## src/sv/cdsc_pkg.sv

```systemverilog
// Shared types and constants for the countdown stopwatch / clock controller.
// No dependencies; imported by cdsc_buttons and the top level.
package cdsc_pkg;

  // operating modes
  typedef enum logic [1:0] {
    MODE_SW_STOP  = 2'd0,
    MODE_SW_RUN   = 2'd1,
    MODE_CLK_SHOW = 2'd2,
    MODE_CLK_SET  = 2'd3
  } op_mode_e;

  // configuration register indexes
  localparam int unsigned CfgIdxW  = 2;
  localparam int unsigned CfgDataW = 11;

  typedef enum logic [CfgIdxW-1:0] {
    CFG_SW_START  = 2'd0,
    CFG_SW_FLOOR  = 2'd1,
    CFG_DEB_THR   = 2'd2,
    CFG_BEEP_LEN  = 2'd3
  } cfg_idx_e;

  // field widths
  localparam int unsigned StartW  = 10;
  localparam int unsigned CountW  = 11;
  localparam int unsigned HoldW   = 8;
  localparam int unsigned HourW   = 5;
  localparam int unsigned MinuteW = 6;
  localparam int unsigned TenthW  = 10;

  // register reset values
  localparam logic        [StartW-1:0] StartRst = 10'd250;
  localparam logic signed [CountW-1:0] FloorRst = -11'sd999;
  localparam logic        [HoldW-1:0]  ThrRst   = 8'd25;
  localparam logic        [HoldW-1:0]  BeepRst  = 8'd25;

  // highest usable debounce threshold, so a hold counter can sit one above it
  localparam logic [HoldW-1:0] ThrMax = 8'd254;

  // time base
  localparam logic [TenthW-1:0]  MinuteTenths = 10'd600;
  localparam logic [MinuteW-1:0] HourMinutes  = 6'd60;
  localparam logic [HourW-1:0]   DayHours     = 5'd24;

  // debounced button events of one fast tick
  typedef struct packed {
    logic outer;
    logic inner;
  } press_t;

endpackage

```

## src/sv/cdsc_buttons.sv

```systemverilog
// Two-button debouncer with hold counters, synchronized while both are held.
// Depends on cdsc_pkg.
module cdsc_buttons (
  input  logic                       clk_i,
  input  logic                       rst_ni,
  input  logic                       step_i,
  input  logic                       outer_level_i,
  input  logic                       inner_level_i,
  input  logic [cdsc_pkg::HoldW-1:0] thr_i,
  output cdsc_pkg::press_t           press_o
);
  import cdsc_pkg::*;

  logic [HoldW-1:0] thr;
  logic [HoldW-1:0] outer_q, inner_q, outer_d, inner_d;
  logic [HoldW-1:0] outer_base, inner_base, low;

  assign thr = (thr_i > ThrMax) ? ThrMax : thr_i;
  assign low = (outer_q < inner_q) ? outer_q : inner_q;

  always_comb begin
    outer_base = outer_q;
    inner_base = inner_q;
    if (outer_level_i && inner_level_i) begin
      outer_base = low;
      inner_base = low;
    end
  end

  // count up to one above the threshold; the step onto thr+1 is the press
  always_comb begin
    outer_d       = outer_base;
    press_o.outer = 1'b0;
    if (!outer_level_i) begin
      outer_d = '0;
    end else if (outer_base <= thr) begin
      outer_d       = outer_base + 1'b1;
      press_o.outer = (outer_base == thr);
    end
  end

  always_comb begin
    inner_d       = inner_base;
    press_o.inner = 1'b0;
    if (!inner_level_i) begin
      inner_d = '0;
    end else if (inner_base <= thr) begin
      inner_d       = inner_base + 1'b1;
      press_o.inner = (inner_base == thr);
    end
  end

  always_ff @(posedge clk_i or negedge rst_ni) begin
    if (!rst_ni) begin
      outer_q <= '0;
      inner_q <= '0;
    end else if (step_i) begin
      outer_q <= outer_d;
      inner_q <= inner_d;
    end
  end

  // a counter never climbs past the clamped threshold plus one
  a_outer_sat: assert property (@(posedge clk_i) disable iff (!rst_ni)
    step_i |=> outer_q <= ThrMax + 8'd1)
    else $error("outer hold counter overran");

  a_sync: assert property (@(posedge clk_i) disable iff (!rst_ni)
    (step_i && outer_level_i && inner_level_i) |=> outer_q == inner_q)
    else $error("hold counters not synchronized while both held");

  a_press_one: assert property (@(posedge clk_i) disable iff (!rst_ni)
    (step_i && press_o.outer) |=> outer_q == $past(thr) + 8'd1)
    else $error("outer press without reaching threshold");

endmodule

```

## src/sv/countdown_stopwatch_clock_controller.sv

```systemverilog
// Top level: countdown stopwatch, 24-hour clock and mode machine.
// Depends on cdsc_pkg and cdsc_buttons.
//
//  channel | direction | handshake             | payload
//  --------+-----------+-----------------------+-------------------------------------------
//  in      | to block  | in_valid_i/in_ready_o | mode_i, outer_level_i, inner_level_i
//  out     | from block| out_valid_o/out_ready_i| op_mode_o, stopwatch_tenths_o, clock_hours_o,
//          |           |                       | clock_minutes_o, tenths_in_minute_o, buzzer_o
//  cfg     | to block  | cfg_we_i              | cfg_idx_i, cfg_wdata_i
//
// Each word passes an input register, then the logic that updates the state
// registers, which double as the result register; one word per cycle is sustained
// while the output is not stalled, set by the single state update stage.
// Reset loads the configuration defaults and clears all state to its start
// values (clock-set mode, countdown at the start value); no clearing pass.
// An output stall holds the state; the input register still takes one more word.
module countdown_stopwatch_clock_controller (
  input  logic                                 clk_i,
  input  logic                                 rst_ni,
  input  logic                                 in_valid_i,
  output logic                                 in_ready_o,
  input  logic                                 mode_i,
  input  logic                                 outer_level_i,
  input  logic                                 inner_level_i,
  output logic                                 out_valid_o,
  input  logic                                 out_ready_i,
  output logic [1:0]                           op_mode_o,
  output logic signed [cdsc_pkg::CountW-1:0]   stopwatch_tenths_o,
  output logic [cdsc_pkg::HourW-1:0]           clock_hours_o,
  output logic [cdsc_pkg::MinuteW-1:0]         clock_minutes_o,
  output logic [cdsc_pkg::TenthW-1:0]          tenths_in_minute_o,
  output logic                                 buzzer_o,
  input  logic                                 cfg_we_i,
  input  logic [cdsc_pkg::CfgIdxW-1:0]         cfg_idx_i,
  input  logic [cdsc_pkg::CfgDataW-1:0]        cfg_wdata_i
);
  import cdsc_pkg::*;

  // configuration
  logic        [StartW-1:0] start_q;
  logic signed [CountW-1:0] floor_q;
  logic        [HoldW-1:0]  thr_q;
  logic        [HoldW-1:0]  beep_len_q;

  always_ff @(posedge clk_i or negedge rst_ni) begin
    if (!rst_ni) begin
      start_q    <= StartRst;
      floor_q    <= FloorRst;
      thr_q      <= ThrRst;
      beep_len_q <= BeepRst;
    end else if (cfg_we_i) begin
      case (cfg_idx_e'(cfg_idx_i))
        CFG_SW_START: start_q    <= cfg_wdata_i[StartW-1:0];
        CFG_SW_FLOOR: floor_q    <= cfg_wdata_i;
        CFG_DEB_THR:  thr_q      <= cfg_wdata_i[HoldW-1:0];
        CFG_BEEP_LEN: beep_len_q <= cfg_wdata_i[HoldW-1:0];
        default: ;
      endcase
    end
  end

  // input register
  logic in_valid_q, in_tenth_q, in_outer_q, in_inner_q;
  logic out_valid_q;
  logic advance;

  assign advance    = in_valid_q && (!out_valid_q || out_ready_i);
  assign in_ready_o = !in_valid_q || advance;

  always_ff @(posedge clk_i or negedge rst_ni) begin
    if (!rst_ni) begin
      in_valid_q <= 1'b0;
    end else if (in_ready_o) begin
      in_valid_q <= in_valid_i;
    end
  end

  always_ff @(posedge clk_i) begin
    if (in_valid_i && in_ready_o) begin
      in_tenth_q <= mode_i;
      in_outer_q <= outer_level_i;
      in_inner_q <= inner_level_i;
    end
  end

  always_ff @(posedge clk_i or negedge rst_ni) begin
    if (!rst_ni) begin
      out_valid_q <= 1'b0;
    end else if (advance) begin
      out_valid_q <= 1'b1;
    end else if (out_ready_i) begin
      out_valid_q <= 1'b0;
    end
  end

  // debounce: hold counters only move on a fast tick
  press_t press;
  logic   fast_step;

  assign fast_step = advance && !in_tenth_q;

  cdsc_buttons u_buttons (
    .clk_i         (clk_i),
    .rst_ni        (rst_ni),
    .step_i        (fast_step),
    .outer_level_i (in_outer_q),
    .inner_level_i (in_inner_q),
    .thr_i         (thr_q),
    .press_o       (press)
  );

  // state
  op_mode_e                 mode_q, mode_d;
  logic signed [CountW-1:0] countdown_q, countdown_d;
  logic [HourW-1:0]         hour_q, hour_d;
  logic [MinuteW-1:0]       minute_q, minute_d;
  logic [TenthW-1:0]        tenth_q, tenth_d;
  logic                     beep_q, beep_d;
  logic [HoldW-1:0]         beep_cnt_q, beep_cnt_d;

  logic              above_floor;
  logic              both, outer_only, inner_only;
  logic              minute_wrap;
  logic [TenthW-1:0] tenth_inc;
  logic [HoldW-1:0]  beep_cnt_inc;

  assign above_floor  = countdown_q > floor_q;
  assign both         = press.outer && press.inner;
  assign outer_only   = press.outer && !press.inner;
  assign inner_only   = press.inner && !press.outer;
  assign tenth_inc    = tenth_q + 1'b1;
  assign minute_wrap  = (tenth_inc >= MinuteTenths);
  assign beep_cnt_inc = beep_cnt_q + 1'b1;

  // next mode
  always_comb begin
    mode_d = mode_q;
    if (!in_tenth_q) begin
      if (both) begin
        case (mode_q)
          MODE_SW_STOP:  mode_d = MODE_CLK_SHOW;
          MODE_CLK_SHOW: mode_d = MODE_SW_STOP;
          MODE_CLK_SET:  mode_d = MODE_SW_STOP;
          default:       mode_d = mode_q;
        endcase
      end else if (outer_only) begin
        case (mode_q)
          MODE_SW_STOP: mode_d = above_floor ? MODE_SW_RUN : MODE_SW_STOP;
          MODE_SW_RUN:  mode_d = MODE_SW_STOP;
          default:      mode_d = mode_q;
        endcase
      end else if (inner_only) begin
        case (mode_q)
          MODE_SW_RUN: mode_d = MODE_SW_STOP;
          default:     mode_d = mode_q;
        endcase
      end
    end else begin
      // a run that sits on the floor stops instead of counting
      if (mode_q == MODE_SW_RUN && !above_floor) begin
        mode_d = MODE_SW_STOP;
      end
      // the minute rollover drops out of clock set
      if (minute_wrap && mode_q == MODE_CLK_SET) begin
        mode_d = MODE_CLK_SHOW;
      end
    end
  end

  // countdown, clock and buzzer
  always_comb begin
    countdown_d = countdown_q;
    hour_d      = hour_q;
    minute_d    = minute_q;
    tenth_d     = tenth_q;
    beep_d      = beep_q;
    beep_cnt_d  = beep_cnt_q;
    if (!in_tenth_q) begin
      // reload on both-held from the clock modes, or inner while stopped
      if ((both && (mode_q == MODE_CLK_SHOW || mode_q == MODE_CLK_SET)) ||
          (inner_only && mode_q == MODE_SW_STOP)) begin
        countdown_d = signed'({1'b0, start_q});
      end
      if (outer_only && mode_q == MODE_CLK_SET) begin
        minute_d = (minute_q + 1'b1 >= HourMinutes) ? '0 : minute_q + 1'b1;
      end
      if (inner_only && mode_q == MODE_CLK_SET) begin
        hour_d = (hour_q + 1'b1 >= DayHours) ? '0 : hour_q + 1'b1;
      end
      // buzzer length counts fast ticks only while sounding
      if (beep_q) begin
        beep_cnt_d = beep_cnt_inc;
        if (beep_cnt_inc == beep_len_q) begin
          beep_d = 1'b0;
        end
      end
    end else begin
      if (mode_q == MODE_SW_RUN && above_floor) begin
        countdown_d = countdown_q - 1'b1;
        // sound when the count lands on zero
        if (countdown_q == CountW'(1)) begin
          beep_d     = 1'b1;
          beep_cnt_d = '0;
        end
      end
      if (minute_wrap) begin
        tenth_d = '0;
        if (minute_q + 1'b1 >= HourMinutes) begin
          minute_d = '0;
          hour_d   = (hour_q + 1'b1 >= DayHours) ? '0 : hour_q + 1'b1;
        end else begin
          minute_d = minute_q + 1'b1;
        end
      end else begin
        tenth_d = tenth_inc;
      end
    end
  end

  always_ff @(posedge clk_i or negedge rst_ni) begin
    if (!rst_ni) begin
      mode_q      <= MODE_CLK_SET;
      countdown_q <= signed'({1'b0, StartRst});
      hour_q      <= '0;
      minute_q    <= '0;
      tenth_q     <= '0;
      beep_q      <= 1'b0;
      beep_cnt_q  <= '0;
    end else if (advance) begin
      mode_q      <= mode_d;
      countdown_q <= countdown_d;
      hour_q      <= hour_d;
      minute_q    <= minute_d;
      tenth_q     <= tenth_d;
      beep_q      <= beep_d;
      beep_cnt_q  <= beep_cnt_d;
    end
  end

  // the state registers hold the result of the last word
  assign out_valid_o        = out_valid_q;
  assign op_mode_o          = mode_q;
  assign stopwatch_tenths_o = countdown_q;
  assign clock_hours_o      = hour_q;
  assign clock_minutes_o    = minute_q;
  assign tenths_in_minute_o = tenth_q;
  assign buzzer_o           = beep_q;

  a_clock_range: assert property (@(posedge clk_i) disable iff (!rst_ni)
    tenth_q < MinuteTenths && minute_q < HourMinutes && hour_q < DayHours)
    else $error("clock counters out of range");

  a_hold_state: assert property (@(posedge clk_i) disable iff (!rst_ni)
    !advance |=> $stable(mode_q) && $stable(countdown_q) && $stable(tenth_q))
    else $error("state moved without a word");

  a_beep_start: assert property (@(posedge clk_i) disable iff (!rst_ni)
    $rose(beep_q) |-> $past(advance && in_tenth_q) && countdown_q == '0)
    else $error("buzzer started away from a zero crossing");

  a_no_overwrite: assert property (@(posedge clk_i) disable iff (!rst_ni)
    (out_valid_q && !out_ready_i) |=> !$past(advance))
    else $error("result replaced before it was taken");

endmodule
```

## config.mk

```make
export PLATFORM = sky130hd
export DESIGN_NAME = countdown_stopwatch_clock_controller
export DESIGN_NICKNAME = d
export VERILOG_FILES = /design/src/sv/cdsc_pkg.sv /design/src/sv/cdsc_buttons.sv /design/src/sv/countdown_stopwatch_clock_controller.sv
export SDC_FILE = /design/constraint.sdc
export NUM_CORES = 1
export LEC_CHECK = 0
export BUFFER_PORTS_ARGS = -buffer_cell sky130_fd_sc_hd__buf_2
export CAP_MARGIN = 20
export CORE_AREA = 2 2 103 129
export DETAILED_ROUTE_END_ITERATION = 16
export DIE_AREA = 0 0 105 131
export HOLD_SLACK_MARGIN = 0.12
export PLACE_DENSITY = 0.71
export SYNTH_ARGS = -nofsm -noshare
export SYNTH_HDL_FRONTEND = slang
export SYNTH_SLANG_ARGS = --single-unit
```

## constraint.sdc

```tcl
create_clock -name clk_i -period 8.11 [get_ports clk_i]
set_input_delay 1.622 -clock clk_i [delete_from_list [all_inputs] [get_ports clk_i]]
set_output_delay 1.622 -clock clk_i [all_outputs]
set_load 0.05 [all_outputs]
```

==> run_results.csv <==
group,metric,value,unit
outcome,status,"complete, no violations",
placed_design,portBuffers,57,
logic_synthesis,synth_edf_count,3,
grt,grt_max_degree,63,
sta,tns,0,ps
sta,worstMarginPinSlew,861.4,ps
clock_network,htree_levels,3,
sta,setup_viol,0,
cells_and_area,nets,827,
clock_network,clkTransAtPathRegs,70,ps
power,peakVddDrop,0.1263,mV
cells_and_area,fillerInstances,1100,
power,p_clk_share,27.9,%
power,p_int,1.134,mW
die,dieWidth,105,um
logic_synthesis,ys.flop_type,"dfrtp_1",
grt,overflow,0,
critical_path,cp.arrival,5280,ps
logic_synthesis,yosys_warnings,0,
logic_synthesis,avgSynthCellArea,9.538,um2
sta,timing.fmax,198.3,MHz
power,power_density,236.4,mW/mm2
sta,hold_violations,0,
sta,skew,7.943,ps
logic_synthesis,synth_fa_ha_area_share,8.659,%
routing,first_pass_iters,5,
cells_and_area,final_cell_area,0.007535,mm2
sta,fin_crit_sh,62.17,%
routing,viasPerCell,6.248,
clock_network,cts_tree,"done",
placed_design,place_area,0.007189,mm2
worst_hold_path,hp-start,"floor_q[2]",
power,p_switching,0.6473,mW
critical_path,required,8340,ps
grt,grtUsageTotal,25.63,%
clock_network,cts_buffers,9,
routing,drt_iter0_markers,314,
die,core.rowCount,46,
logic_synthesis,yosysSeqAreaShare,38.04,%
worst_hold_path,hold_end,"floor_q[2]",
critical_path,end_kind,"flip-flop",
power,pwr-share-seq,38.2,%
routing,num_vias,5829,
critical_path,reg2reg_depth,18,
critical_path,rr_endpoint,"stopwatch_tenths_o[10]",
die,coreArea,0.01255,mm2
logic_synthesis,synth_top_family_by_area,"compound AO/OA/AOI/OAI gates",
logic_synthesis,syn_nets,776,
logic_synthesis,synth_compound_area_share,18.33,%
routing,ant_nets,0,
grt,antenna_found_initial,0,
clock_network,cts-root-buf,"clkbuf_16",
routing,wirelength,17270,um
cells_and_area,seq_area,0.002572,mm2
clock_network,holdBufCountCts,0,
power,combinationalPowerShare,34.0,%
die,dieArea,0.01376,mm2
clock_network,cts_resized,0,
sta,max-slew-margin-rel,42.51,%
logic_synthesis,yosys.area_share.simple,17.78,%
logic_synthesis,synth_seq_cells,101,
sta,maxSlewViolCount,0,
logic_synthesis,async_flop_share,97.03,%
logic_synthesis,syn_area,0.006763,mm2
sta,period_needed,5042,ps
grt,grt_pass1_vias,5629,
clock_network,clkLatencyLatePin,350,ps
placed_design,routabilityCongestion,0.9661,
worst_hold_path,hp-class,"reg2reg",
clock_network,cts_setup_buffers,0,
die,die_y,131,um
clock_network,cts.sinks,101,
routing,drc,0,
logic_synthesis,synth_xor_area_share,2.979,%
critical_path,critPathLaunchType,"flip-flop",
logic_synthesis,synthCells,709,
critical_path,critPathKind,"reg2reg",
cells_and_area,areaGrowthSynthToFinish,11.42,%
critical_path,r2r_slack,3070,ps
grt,grt_pass1_wl,28150,um
sta,grt_setup_unrepaired,"false",
power,leakagePower,3.389,nW
logic_synthesis,yosysUniqueCellTypes,76,
cells_and_area,drive_gt1_share,21.31,%
die,start_util,53.90,%
logic_synthesis,synth.area.mux_share,10.66,%
job,drv_cap,0,
routing,routedWlPerCell,18.51,um
power,switching_share,36.34,%
critical_path,worstPathMaxFanout,16,
placed_design,dp_hpwl,12710,um
die,io_pins,58,
critical_path,r2r-start,"u_buttons.inner_q[2]",
cells_and_area,diodes,0,
worst_hold_path,min_path_cells,1,
clock_network,clock_path_buffers,2,
cells_and_area,multi_input_area,0.003950,mm2
[area by class of cell]
class                           instances  area share, %
Clock inverter                          4          1.030
Timing Repair Buffer                   60          4.118
Multi-Input combinational cell        549          52.42
Tap cell                              168          2.790
Clock buffer                           12          3.554
Inverter                               39          1.943
Sequential cell                       101          34.14
[metrics by stage]
| step | total power [mW] | utilization, % | std cells | hold slack [ps] | setup slack (ps) |
|---|---|---|---|---|---|
| global route | 1.888 | 60.05 | 933 | 529.0 | 2745 |
| global placement | 1.264 | 57.30 | 917 | 488.4 | 3356 |
| floorplan | 1.142 | - | 709 | 470.8 | 3961 |
| detailed placement | 1.286 | 57.30 | 917 | 493.1 | 3156 |
| finish | 1.781 | 60.05 | 933 | 507.2 | 3068 |
| CTS | 1.784 | 60.05 | 933 | 509.0 | 3122 |
[synth_stat cells (17+ instances only)]
| master | number | area [um2] |
|---|---|---|
| a21oi_1 | 26 | 130.1 |
| o21ai_0 | 47 | 235.2 |
| nor2_1 | 38 | 142.6 |
| and3_1 | 17 | 106.4 |
| nand3_1 | 20 | 100.1 |
| nand2_1 | 70 | 262.8 |
| dfstp_2 | 24 | 630.6 |
| inv_1 | 39 | 146.4 |
| mux2_2 | 48 | 540.5 |
| ha_1 | 46 | 575.6 |
| dfrtp_1 | 74 | 1852 |
| nor3_1 | 18 | 90.09 |
[sequential cells by signal, indices dropped and copies added (netlist names)]
register	cells
stopwatch_tenths_o	11
buzzer_o	1
floor_q	11
tenths_in_minute_o	10
clock_hours_o	5
u_buttons.inner_q	8
in_outer_q	1
thr_q	8
in_valid_q	1
u_buttons.outer_q	8
clock_minutes_o	6
beep_len_q	8
beep_cnt_q	8
start_q	10
out_valid_o	1
op_mode_o	2
in_inner_q	1
in_tenth_q	1
[power groups by stage]
stage	registers, mW	logic (mW)	clock network (mW)
floorplan	0.697	0.445	0
global placement	0.682	0.583	0
detailed placement	0.686	0.600	0
CTS	0.678	0.602	0.504
global route	0.692	0.672	0.524
finish	0.680	0.605	0.496
[layout by cell type, fill, tap and decap left out, drive strengths merged, types with 9 or more instances in the layout]
cell type	instances
dfstp	24
nor2	39
inv	40
and3	18
nand4	16
nand2	71
a21oi	26
dfrtp	74
buf	60
and2	10
nor3	18
nand2b	15
xor2	9
clkbuf	12
xnor2	14
o2bb2ai	10
ha	46
nand3	20
mux2	50
o21ai	49
mux2i	15
[worst max-delay path: stages (launching register included)]
cell and delay, ps:
dfrtp_1 420, inv_1 90, ha_1 290, o21a_1 100
nor2_1 50, o311a_1 480, nor2_2 700, mux2_2 440
ha_1 330, nand4_1 90, nor2_1 170, nand2_1 100
inv_1 100, ha_1 240, nand2_1 70, o21ai_0 140
nand2_1 300, o21ai_1 410, mux2_2 400
[cell families after synthesis]
family / after synthesis
compound gates: 177
xor+xnor: 23
flops: 101
simple gates: 237
fa+ha+maj: 47
mux: 65
buf+inv: 59
[how the worst max path moves through the flow]
| stage | start | to | slack (ps) |
|---|---|---|---|
| 6_report | u_buttons.inner_q[2] | stopwatch_tenths_o[10] | 3070 |
| 5_1_grt | u_buttons.inner_q[2] | stopwatch_tenths_o[10] | 2740 |
| 4_1_cts | u_buttons.inner_q[2] | stopwatch_tenths_o[10] | 3120 |
| 3_5_place_dp | u_buttons.inner_q[2] | stopwatch_tenths_o[10] | 3160 |
| 3_3_place_gp | u_buttons.inner_q[6] | stopwatch_tenths_o[10] | 3360 |
| 2_1_floorplan | u_buttons.inner_q[2] | stopwatch_tenths_o[10] | 3960 |
[per-layer routing]
metal  track usage (%)  share of wire, %  vias up
li1                  -                 -     2727
met2             45.53                50      195
met5                 0                 0        -
met3             3.571               4.5       41
met1             31.84                43     2866
met4             9.882               2.4        0
No activity file was read; power rests on OpenSTA's default activity.
